<file path="src/design/gray_coverage_to_argb_pixels_unit_defines.svh">
// Assertion macros for the gray coverage to ARGB pixel unit.
// Used by the top level; expects clk and rst in scope.
`ifndef GRAY_COVERAGE_TO_ARGB_PIXELS_UNIT_DEFINES_SVH
`define GRAY_COVERAGE_TO_ARGB_PIXELS_UNIT_DEFINES_SVH

// Same-cycle implication, disabled during reset.
`define GCA_ASSERT_SAME(label, ante, cons) \
  label: assert property (@(posedge clk) disable iff (rst) (ante) |-> (cons)) \
    else $error("gca: same-cycle check failed");

// Next-cycle implication, disabled during reset.
`define GCA_ASSERT_NEXT(label, ante, cons) \
  label: assert property (@(posedge clk) disable iff (rst) (ante) |=> (cons)) \
    else $error("gca: next-cycle check failed");

`endif

</file>
<file path="src/design/gca_pkg.sv">
// Shared constants and types for the gray coverage to ARGB pixel unit.
// No dependencies.
`timescale 1ns / 1ps

package gca_pkg;

  localparam int CovW    = 8;
  localparam int PixW    = 32;
  localparam int ColorW  = 32;
  localparam int WidthW  = 12;
  localparam int HeightW = 13;
  localparam int PosW    = 12;
  localparam int CfgIdxW = 2;
  localparam int CfgW    = 32;

  localparam logic [HeightW-1:0] MaxHeight = 13'd4096;
  localparam logic [23:0]        RgbMask   = 24'hFF_FFFF;

  typedef enum logic [CfgIdxW-1:0] {
    REG_COLOR  = 2'd0,
    REG_WIDTH  = 2'd1,
    REG_HEIGHT = 2'd2
  } cfg_reg_t;

  typedef logic [CovW-1:0] coverage_t;
  typedef logic [PixW-1:0] pixel_t;

endpackage

</file>
<file path="src/design/gca_coverage_if.sv">
// Coverage byte channel: valid/ready handshake with one coverage byte.
// Depends on gca_pkg.
`timescale 1ns / 1ps

interface gca_coverage_if;
  logic                valid;
  logic                ready;
  gca_pkg::coverage_t  coverage;

  modport source (output valid, output coverage, input ready);
  modport sink   (input valid, input coverage, output ready);
endinterface

</file>
<file path="src/design/gca_pixel_if.sv">
// Pixel channel: valid/ready handshake with one ARGB pixel and last flag.
// Depends on gca_pkg.
`timescale 1ns / 1ps

interface gca_pixel_if;
  logic             valid;
  logic             ready;
  gca_pkg::pixel_t  pixel;
  logic             last_pixel;

  modport source (output valid, output pixel, output last_pixel, input ready);
  modport sink   (input valid, input pixel, input last_pixel, output ready);
endinterface

</file>
<file path="src/design/gray_coverage_to_argb_pixels_unit.sv">
// Gray coverage bitmap to ARGB pixel converter, top level.
// Depends on gca_pkg, gca_coverage_if, gca_pixel_if and the defines header.
//
// Usage:
//   coverage_ch carries one byte of the padded glyph bitmap per item; rows
//   are glyph_width bytes padded to a multiple of four. pixel_ch carries one
//   ARGB pixel per real coverage byte; padding items give no result.
//   last_pixel marks the final pixel of the last row.
//   cfg_we/cfg_index/cfg_data write color_argb (0), glyph_width (1) and
//   glyph_height (2); write only while no item is in flight.
// Timing:
//   A pixel appears on pixel_ch in the cycle after its coverage byte is taken.
//   Throughput is one item per cycle while pixel_ch is ready; the limit is the single output
//   register, which refills in the cycle it is drained.
// Reset:
//   Synchronous, active high: registers return to color 0xFF000000, width 1,
//   height 1, and the row/column counters to the start of a glyph.
// Stall:
//   While pixel_ch holds a pixel that is not taken, coverage_ch.ready is low;
//   the pending pixel and its flag hold steady.
`timescale 1ns / 1ps
`include "gray_coverage_to_argb_pixels_unit_defines.svh"

module gray_coverage_to_argb_pixels_unit (
  input  logic                           clk,
  input  logic                           rst,
  gca_coverage_if.sink                   coverage_ch,
  gca_pixel_if.source                    pixel_ch,
  input  logic                           cfg_we,
  input  logic [gca_pkg::CfgIdxW-1:0]    cfg_index,
  input  logic [gca_pkg::CfgW-1:0]       cfg_data
);

  logic [gca_pkg::ColorW-1:0]  color_argb;
  logic [gca_pkg::WidthW-1:0]  glyph_width;
  logic [gca_pkg::HeightW-1:0] glyph_height;

  logic [gca_pkg::PosW-1:0] column_pos;
  logic [gca_pkg::PosW-1:0] row_pos;
  logic [gca_pkg::PosW-1:0] column_pos_next;
  logic [gca_pkg::PosW-1:0] row_pos_next;

  logic                     out_valid;
  gca_pkg::pixel_t          out_pixel;
  logic                     out_last;

  logic [gca_pkg::WidthW-1:0]  eff_w;
  logic [gca_pkg::WidthW-1:0]  w_last;
  logic [gca_pkg::WidthW-1:0]  pad_last;
  logic [gca_pkg::HeightW-1:0] eff_h;
  logic [gca_pkg::PosW-1:0]    h_last;
  logic                        last_row;
  logic                        emit;
  logic                        in_fire;
  logic [9:0]                  scale;
  logic [17:0]                 product;
  gca_pkg::pixel_t             pixel_n;
  logic                        last_n;

  // configuration registers
  always_ff @(posedge clk) begin
    if (rst) begin
      color_argb   <= 32'hFF00_0000;
      glyph_width  <= 12'd1;
      glyph_height <= 13'd1;
    end else if (cfg_we) begin
      case (gca_pkg::cfg_reg_t'(cfg_index))
        gca_pkg::REG_COLOR:  color_argb   <= cfg_data;
        gca_pkg::REG_WIDTH:  glyph_width  <= cfg_data[gca_pkg::WidthW-1:0];
        gca_pkg::REG_HEIGHT: glyph_height <= cfg_data[gca_pkg::HeightW-1:0];
        default: ;
      endcase
    end
  end

  // effective geometry; last byte of a padded row is (w-1) | 3
  always_comb begin
    eff_w    = (glyph_width == '0) ? 12'd1 : glyph_width;
    w_last   = eff_w - 12'd1;
    pad_last = w_last | 12'd3;
    if (glyph_height == '0) begin
      eff_h = 13'd1;
    end else if (glyph_height > gca_pkg::MaxHeight) begin
      eff_h = gca_pkg::MaxHeight;
    end else begin
      eff_h = glyph_height;
    end
    h_last   = gca_pkg::PosW'(eff_h - 13'd1);
    last_row = (row_pos >= h_last);
    emit     = (column_pos < eff_w);
  end

  assign coverage_ch.ready = !out_valid || pixel_ch.ready;
  assign in_fire           = coverage_ch.valid && coverage_ch.ready;

  // alpha = A * (4c - 1) / 256, low 8 bits kept
  always_comb begin
    scale   = {coverage_ch.coverage, 2'b00} - 10'd1;
    product = color_argb[31:24] * scale;
    if (coverage_ch.coverage == '0) begin
      pixel_n = '0;
    end else begin
      pixel_n = {product[15:8], color_argb[23:0] & gca_pkg::RgbMask};
    end
    last_n = last_row && (column_pos == w_last);
  end

  always_comb begin
    if (column_pos >= pad_last) begin
      column_pos_next = '0;
      row_pos_next    = last_row ? '0 : row_pos + 12'd1;
    end else begin
      column_pos_next = column_pos + 12'd1;
      row_pos_next    = row_pos;
    end
  end

  always_ff @(posedge clk) begin
    if (rst) begin
      column_pos <= '0;
      row_pos    <= '0;
    end else if (in_fire) begin
      column_pos <= column_pos_next;
      row_pos    <= row_pos_next;
    end
  end

  // output register
  always_ff @(posedge clk) begin
    if (rst) begin
      out_valid <= 1'b0;
    end else if (in_fire) begin
      out_valid <= emit;
    end else if (pixel_ch.ready) begin
      out_valid <= 1'b0;
    end
  end

  always_ff @(posedge clk) begin
    if (in_fire && emit) begin
      out_pixel <= pixel_n;
      out_last  <= last_n;
    end
  end

  assign pixel_ch.valid      = out_valid;
  assign pixel_ch.pixel      = out_pixel;
  assign pixel_ch.last_pixel = out_last;

  `GCA_ASSERT_SAME(a_ready_when_empty, !out_valid, coverage_ch.ready)
  `GCA_ASSERT_NEXT(a_pixel_after_real_byte, in_fire && emit, out_valid)
  `GCA_ASSERT_NEXT(a_no_pixel_for_padding, in_fire && !emit, !out_valid)
  `GCA_ASSERT_NEXT(a_wrap_after_last_row, in_fire && last_row && column_pos >= pad_last,
                   column_pos == '0 && row_pos == '0)

endmodule

</file>
<file path="src/flat_wrapper.sv">
// flat-port wrapper written by rule: the top's interface ports become plain ports
module gray_coverage_to_argb_pixels_unit_flat 
  (clk, rst, cfg_we, cfg_index, cfg_data, coverage_ch_valid, coverage_ch_coverage, coverage_ch_ready, pixel_ch_valid, pixel_ch_pixel, pixel_ch_last_pixel, pixel_ch_ready);
  gca_coverage_if coverage_ch_i ();
  gca_pixel_if pixel_ch_i ();
  input  logic clk;
  input  logic rst;
  input  logic cfg_we;
  input  logic [gca_pkg::CfgIdxW-1:0] cfg_index;
  input  logic [gca_pkg::CfgW-1:0] cfg_data;
  input wire logic [$bits(coverage_ch_i.valid)-1:0] coverage_ch_valid;
  input wire logic [$bits(coverage_ch_i.coverage)-1:0] coverage_ch_coverage;
  output wire logic [$bits(coverage_ch_i.ready)-1:0] coverage_ch_ready;
  output wire logic [$bits(pixel_ch_i.valid)-1:0] pixel_ch_valid;
  output wire logic [$bits(pixel_ch_i.pixel)-1:0] pixel_ch_pixel;
  output wire logic [$bits(pixel_ch_i.last_pixel)-1:0] pixel_ch_last_pixel;
  input wire logic [$bits(pixel_ch_i.ready)-1:0] pixel_ch_ready;
  assign coverage_ch_i.valid = coverage_ch_valid;
  assign coverage_ch_i.coverage = coverage_ch_coverage;
  assign coverage_ch_ready = coverage_ch_i.ready;
  assign pixel_ch_valid = pixel_ch_i.valid;
  assign pixel_ch_pixel = pixel_ch_i.pixel;
  assign pixel_ch_last_pixel = pixel_ch_i.last_pixel;
  assign pixel_ch_i.ready = pixel_ch_ready;
  gray_coverage_to_argb_pixels_unit u_core (.clk(clk), .rst(rst), .coverage_ch(coverage_ch_i), .pixel_ch(pixel_ch_i), .cfg_we(cfg_we), .cfg_index(cfg_index), .cfg_data(cfg_data));
endmodule
</file>
<file path="config.mk">
export PLATFORM = sky130hd
export DESIGN_NAME = gray_coverage_to_argb_pixels_unit_flat
export DESIGN_NICKNAME = d
export VERILOG_FILES = /design/src/design/gca_pkg.sv /design/src/design/gca_coverage_if.sv /design/src/design/gca_pixel_if.sv /design/src/design/gray_coverage_to_argb_pixels_unit.sv /design/src/flat_wrapper.sv
export VERILOG_INCLUDE_DIRS = /design/src /design/src/design
export SDC_FILE = /design/constraint.sdc
export NUM_CORES = 1
export LEC_CHECK = 0
export CAP_MARGIN = 20
export CORE_ASPECT_RATIO = 1.75
export CORE_UTILIZATION = 65
export CTS_CLUSTER_SIZE = 20
export DETAILED_ROUTE_END_ITERATION = 10
export DONT_BUFFER_PORTS = 1
export GPL_TIMING_DRIVEN = 0
export PLACE_DENSITY = 0.81
export SETUP_SLACK_MARGIN = 0.15
export SLEW_MARGIN = 20
export SYNTH_ARGS = -nofsm -noshare
export SYNTH_HDL_FRONTEND = slang
export SYNTH_SLANG_ARGS = --single-unit
</file>
<file path="constraint.sdc">
create_clock -name clk -period 8.5 [get_ports clk]
set_clock_uncertainty 0.05 [all_clocks]
set_input_delay 1.275 -clock clk [delete_from_list [all_inputs] [get_ports clk]]
set_output_delay 1.275 -clock clk [all_outputs]
set_load 0.1 [all_outputs]
</file>
==> impl_metrics.py <==
metrics = {
    "synthesis": {
        "synth.area.top_cells": "dfxtp_1 21%, edfxtp_1 13%, fa_1 12%",
        "yosys_warnings": 0,
        "synthCells": 889,
        "yosysUniqueCellTypes": 61,
        "syn_area_sq_um": 7851,
        "syn_nets": 1049,
        "async_flop_share_pct": 0,
        "yosys_register_bits": 115,
        "yosysSeqAreaShare_pct": 33.53,
        "synth_top_area_cell": "dfxtp_1",
        "yosys.area.top_type_share_pct": 20.91,
        "ys_dominant_reg_cell": "dfxtp_1",
        "avgSynthCellArea_sq_um": 8.832,
        "synth_edf_count": 33,
    },
    "setup_path": {
        "end_kind": "flop",
        "slowest_delay_ps": 660,
        "path_buf_inv": 5,
        "cp.arrival_ps": 7140,
        "critPathMaxFanout": 10,
        "cp_cell_sequence": "buf_6, inv_1, ha_1, or3b_1, xnor2_1, nand2_1, fa_1, inv_1, fa_1, fa_1, inv_1, fa_1, inv_1, ha_1, or3_1, o2111ai_1, a21boi_0, and3_1, o31a_1",
        "critical-path-top-delay-family": "adder cells",
        "cpMaxStageDelayCell": "xnor2_1",
        "crit_required_ps": 8610,
        "start_kind": "input port",
        "path_class": "in -> reg",
    },
    "floorplanning": {
        "ios": 82,
        "die_h_um": 147.4,
        "start_util_pct": 67.42,
        "core-area_sq_um": 11650,
        "dieArea_sq_um": 12540,
        "rows": 52,
        "dieWidth_um": 85.08,
    },
    "cts": {
        "cts_max_level": 4,
        "post_cts_buffers": 0,
        "cts_buffers": 17,
        "clock_tree.root_cell": "clkbuf_16",
        "cts.path.max_buffers": 2,
        "clkTransAtPathRegs_ps": 50,
        "numClockSinks": 115,
        "cts_tree": "done",
        "cts_hold_buf": 0,
        "clk_latency_ps": 410,
        "postCtsResizedCells": 0,
    },
    "final_layout": {
        "final_cell_mix": "167 x nand2_1, 90 x inv_1, 82 x dfxtp_1, 73 x a21oi_1, 67 x ha_1",
        "final_common_cell": "nand2_1",
        "fin_util_pct": 73.67,
        "diodes": 0,
        "fin_nets": 1071,
        "design_area_sq_um": 8579,
        "drive_gt1_share_pct": 4.762,
        "fill_cells": 875,
        "area_growth_pct": 9.275,
    },
    "placement": {
        "placement.io_buffers": 0,
        "dp_slack_ps": 1179,
        "gp_congestion": 0.9102,
        "dp_hpwl_mm": 14.09,
        "placed_area_sq_um": 8049,
    },
    "sta": {
        "rsz0062_at_grt": "no",
        "fin_ws_ps": 1473,
        "setup_tns_ps": 0,
        "fmax_ghz": 0.1423,
        "drv_slew": 0,
        "hold_viol_final": 0,
        "period_minus_slack_ps": 7027,
        "setup_viol": 0,
        "fin_crit_sh_pct": 82.67,
        "tightest_slew_ps": 1166,
        "max_slew_margin_pct": 21.68,
    },
    "drt": {
        "drtPass1Iterations": 5,
        "remaining_drc_errors": 0,
        "drt-vias-per-instance": 5.944,
        "finalWirelength_mm": 18.78,
        "vias": 6295,
        "ant_nets": 0,
        "drtIter0Drc": 262,
        "wire_per_inst_um": 17.74,
    },
    "global_route": {
        "grt_max_degree": 17,
        "grt_pass1_wl_mm": 30.10,
        "antenna_found_initial": 0,
        "grt_pass1_vias": 6529,
        "grt-ovfl-total": 0,
        "track_usage_pct": 31.29,
    },
    "run": {
        "drv_cap": 0,
    },
    "run_status": {
        "outcome": "finished, final reports clean",
    },
    "power": {
        "irDropWorstVdd_uv": 223.2,
        "power_mw": 2.780,
        "powerDensity_nw_per_um2": 324.0,
        "leakage_nw": 3.618,
    },
    "worst_hold_path": {
        "hold_class": "reg -> reg",
    },
}
## per-layer routing
metal | global-route usage, % | routed length (um)
met4 | 18.56 | 1037
met3 | 4.802 | 803
met2 | 59.68 | 10330
met1 | 31.17 | 6616
met5 | 0 | 0
## stage by stage
step	hold WS (ps)	std cells
floorplan	381.7	889
global placement	388.1	1024
detailed placement	396.8	1027
CTS	408.2	1059
global route	423.6	1059
finish	401.4	1059
## cells in the mapped netlist, types with 18 or more instances
library cell / n
and2_1: 49
inv_1: 90
nor2b_1: 18
nor2_1: 44
ha_1: 67
a21oi_1: 73
xnor2_1: 27
clkbuf_1: 29
nand2_1: 167
dfxtp_1: 82
fa_1: 46
edfxtp_1: 33
## logic make-up after synthesis
group / share of synthesized area [%]
multiplexers: 0.1275
XOR/XNOR: 5.402
adder cells (fa/ha/maj): 22.41
AND/OR/NAND/NOR: 22.44
flip-flops: 33.53
AO/OA/AOI/OAI: 10.26
buffers and inverters: 5.833
## power by group
group	leakage, nW	switching, mW	internal, mW
logic	2.38	0.685	0.501
clock network	0.251	0.266	0.380
registers	0.991	0.273	0.675
total	3.62	1.22	1.56
## tightest hold or removal path, stage by stage (launching register included)
cell	delay (ps)
dfxtp_1	300
nand2_1	50
a21oi_1	50
## final timing paths
path                            depth (start not counted)  slack (ps)                   endpoint                     from
worst max-delay path                                   19        1470  u_core.pixel_ch.pixel[30]  coverage_ch_coverage[0]
worst min-delay path                                    2         400      u_core.color_argb[13]    u_core.color_argb[13]
worst max register to register                         15        2990  u_core.pixel_ch.pixel[30]    u_core.color_argb[30]
worst min register to register                          2         400      u_core.color_argb[13]    u_core.color_argb[13]
## registers in the layout, indices dropped and copies added (netlist names)
register,cells
u_core.column_pos,12
u_core.row_pos,12
u_core.pixel_ch.valid,1
u_core.pixel_ch.pixel,32
u_core.color_argb,32
u_core.glyph_width,12
u_core.pixel_ch.last_pixel,1
u_core.glyph_height,13
## cell type report
type / instances / area (sq um) / area share (%)
clock buffer: 20 / 446.7 / 5.206
clock inverter: 12 / 83.83 / 0.9771
buffer: 30 / 121.4 / 1.415
multi-input combinational: 654 / 4766 / 55.55
sequential: 115 / 2633 / 30.68
timing repair buffer: 3 / 22.52 / 0.2625
inverter: 90 / 337.8 / 3.938
tap: 135 / 168.9 / 1.969
No activity file was read; power rests on OpenSTA's default activity.
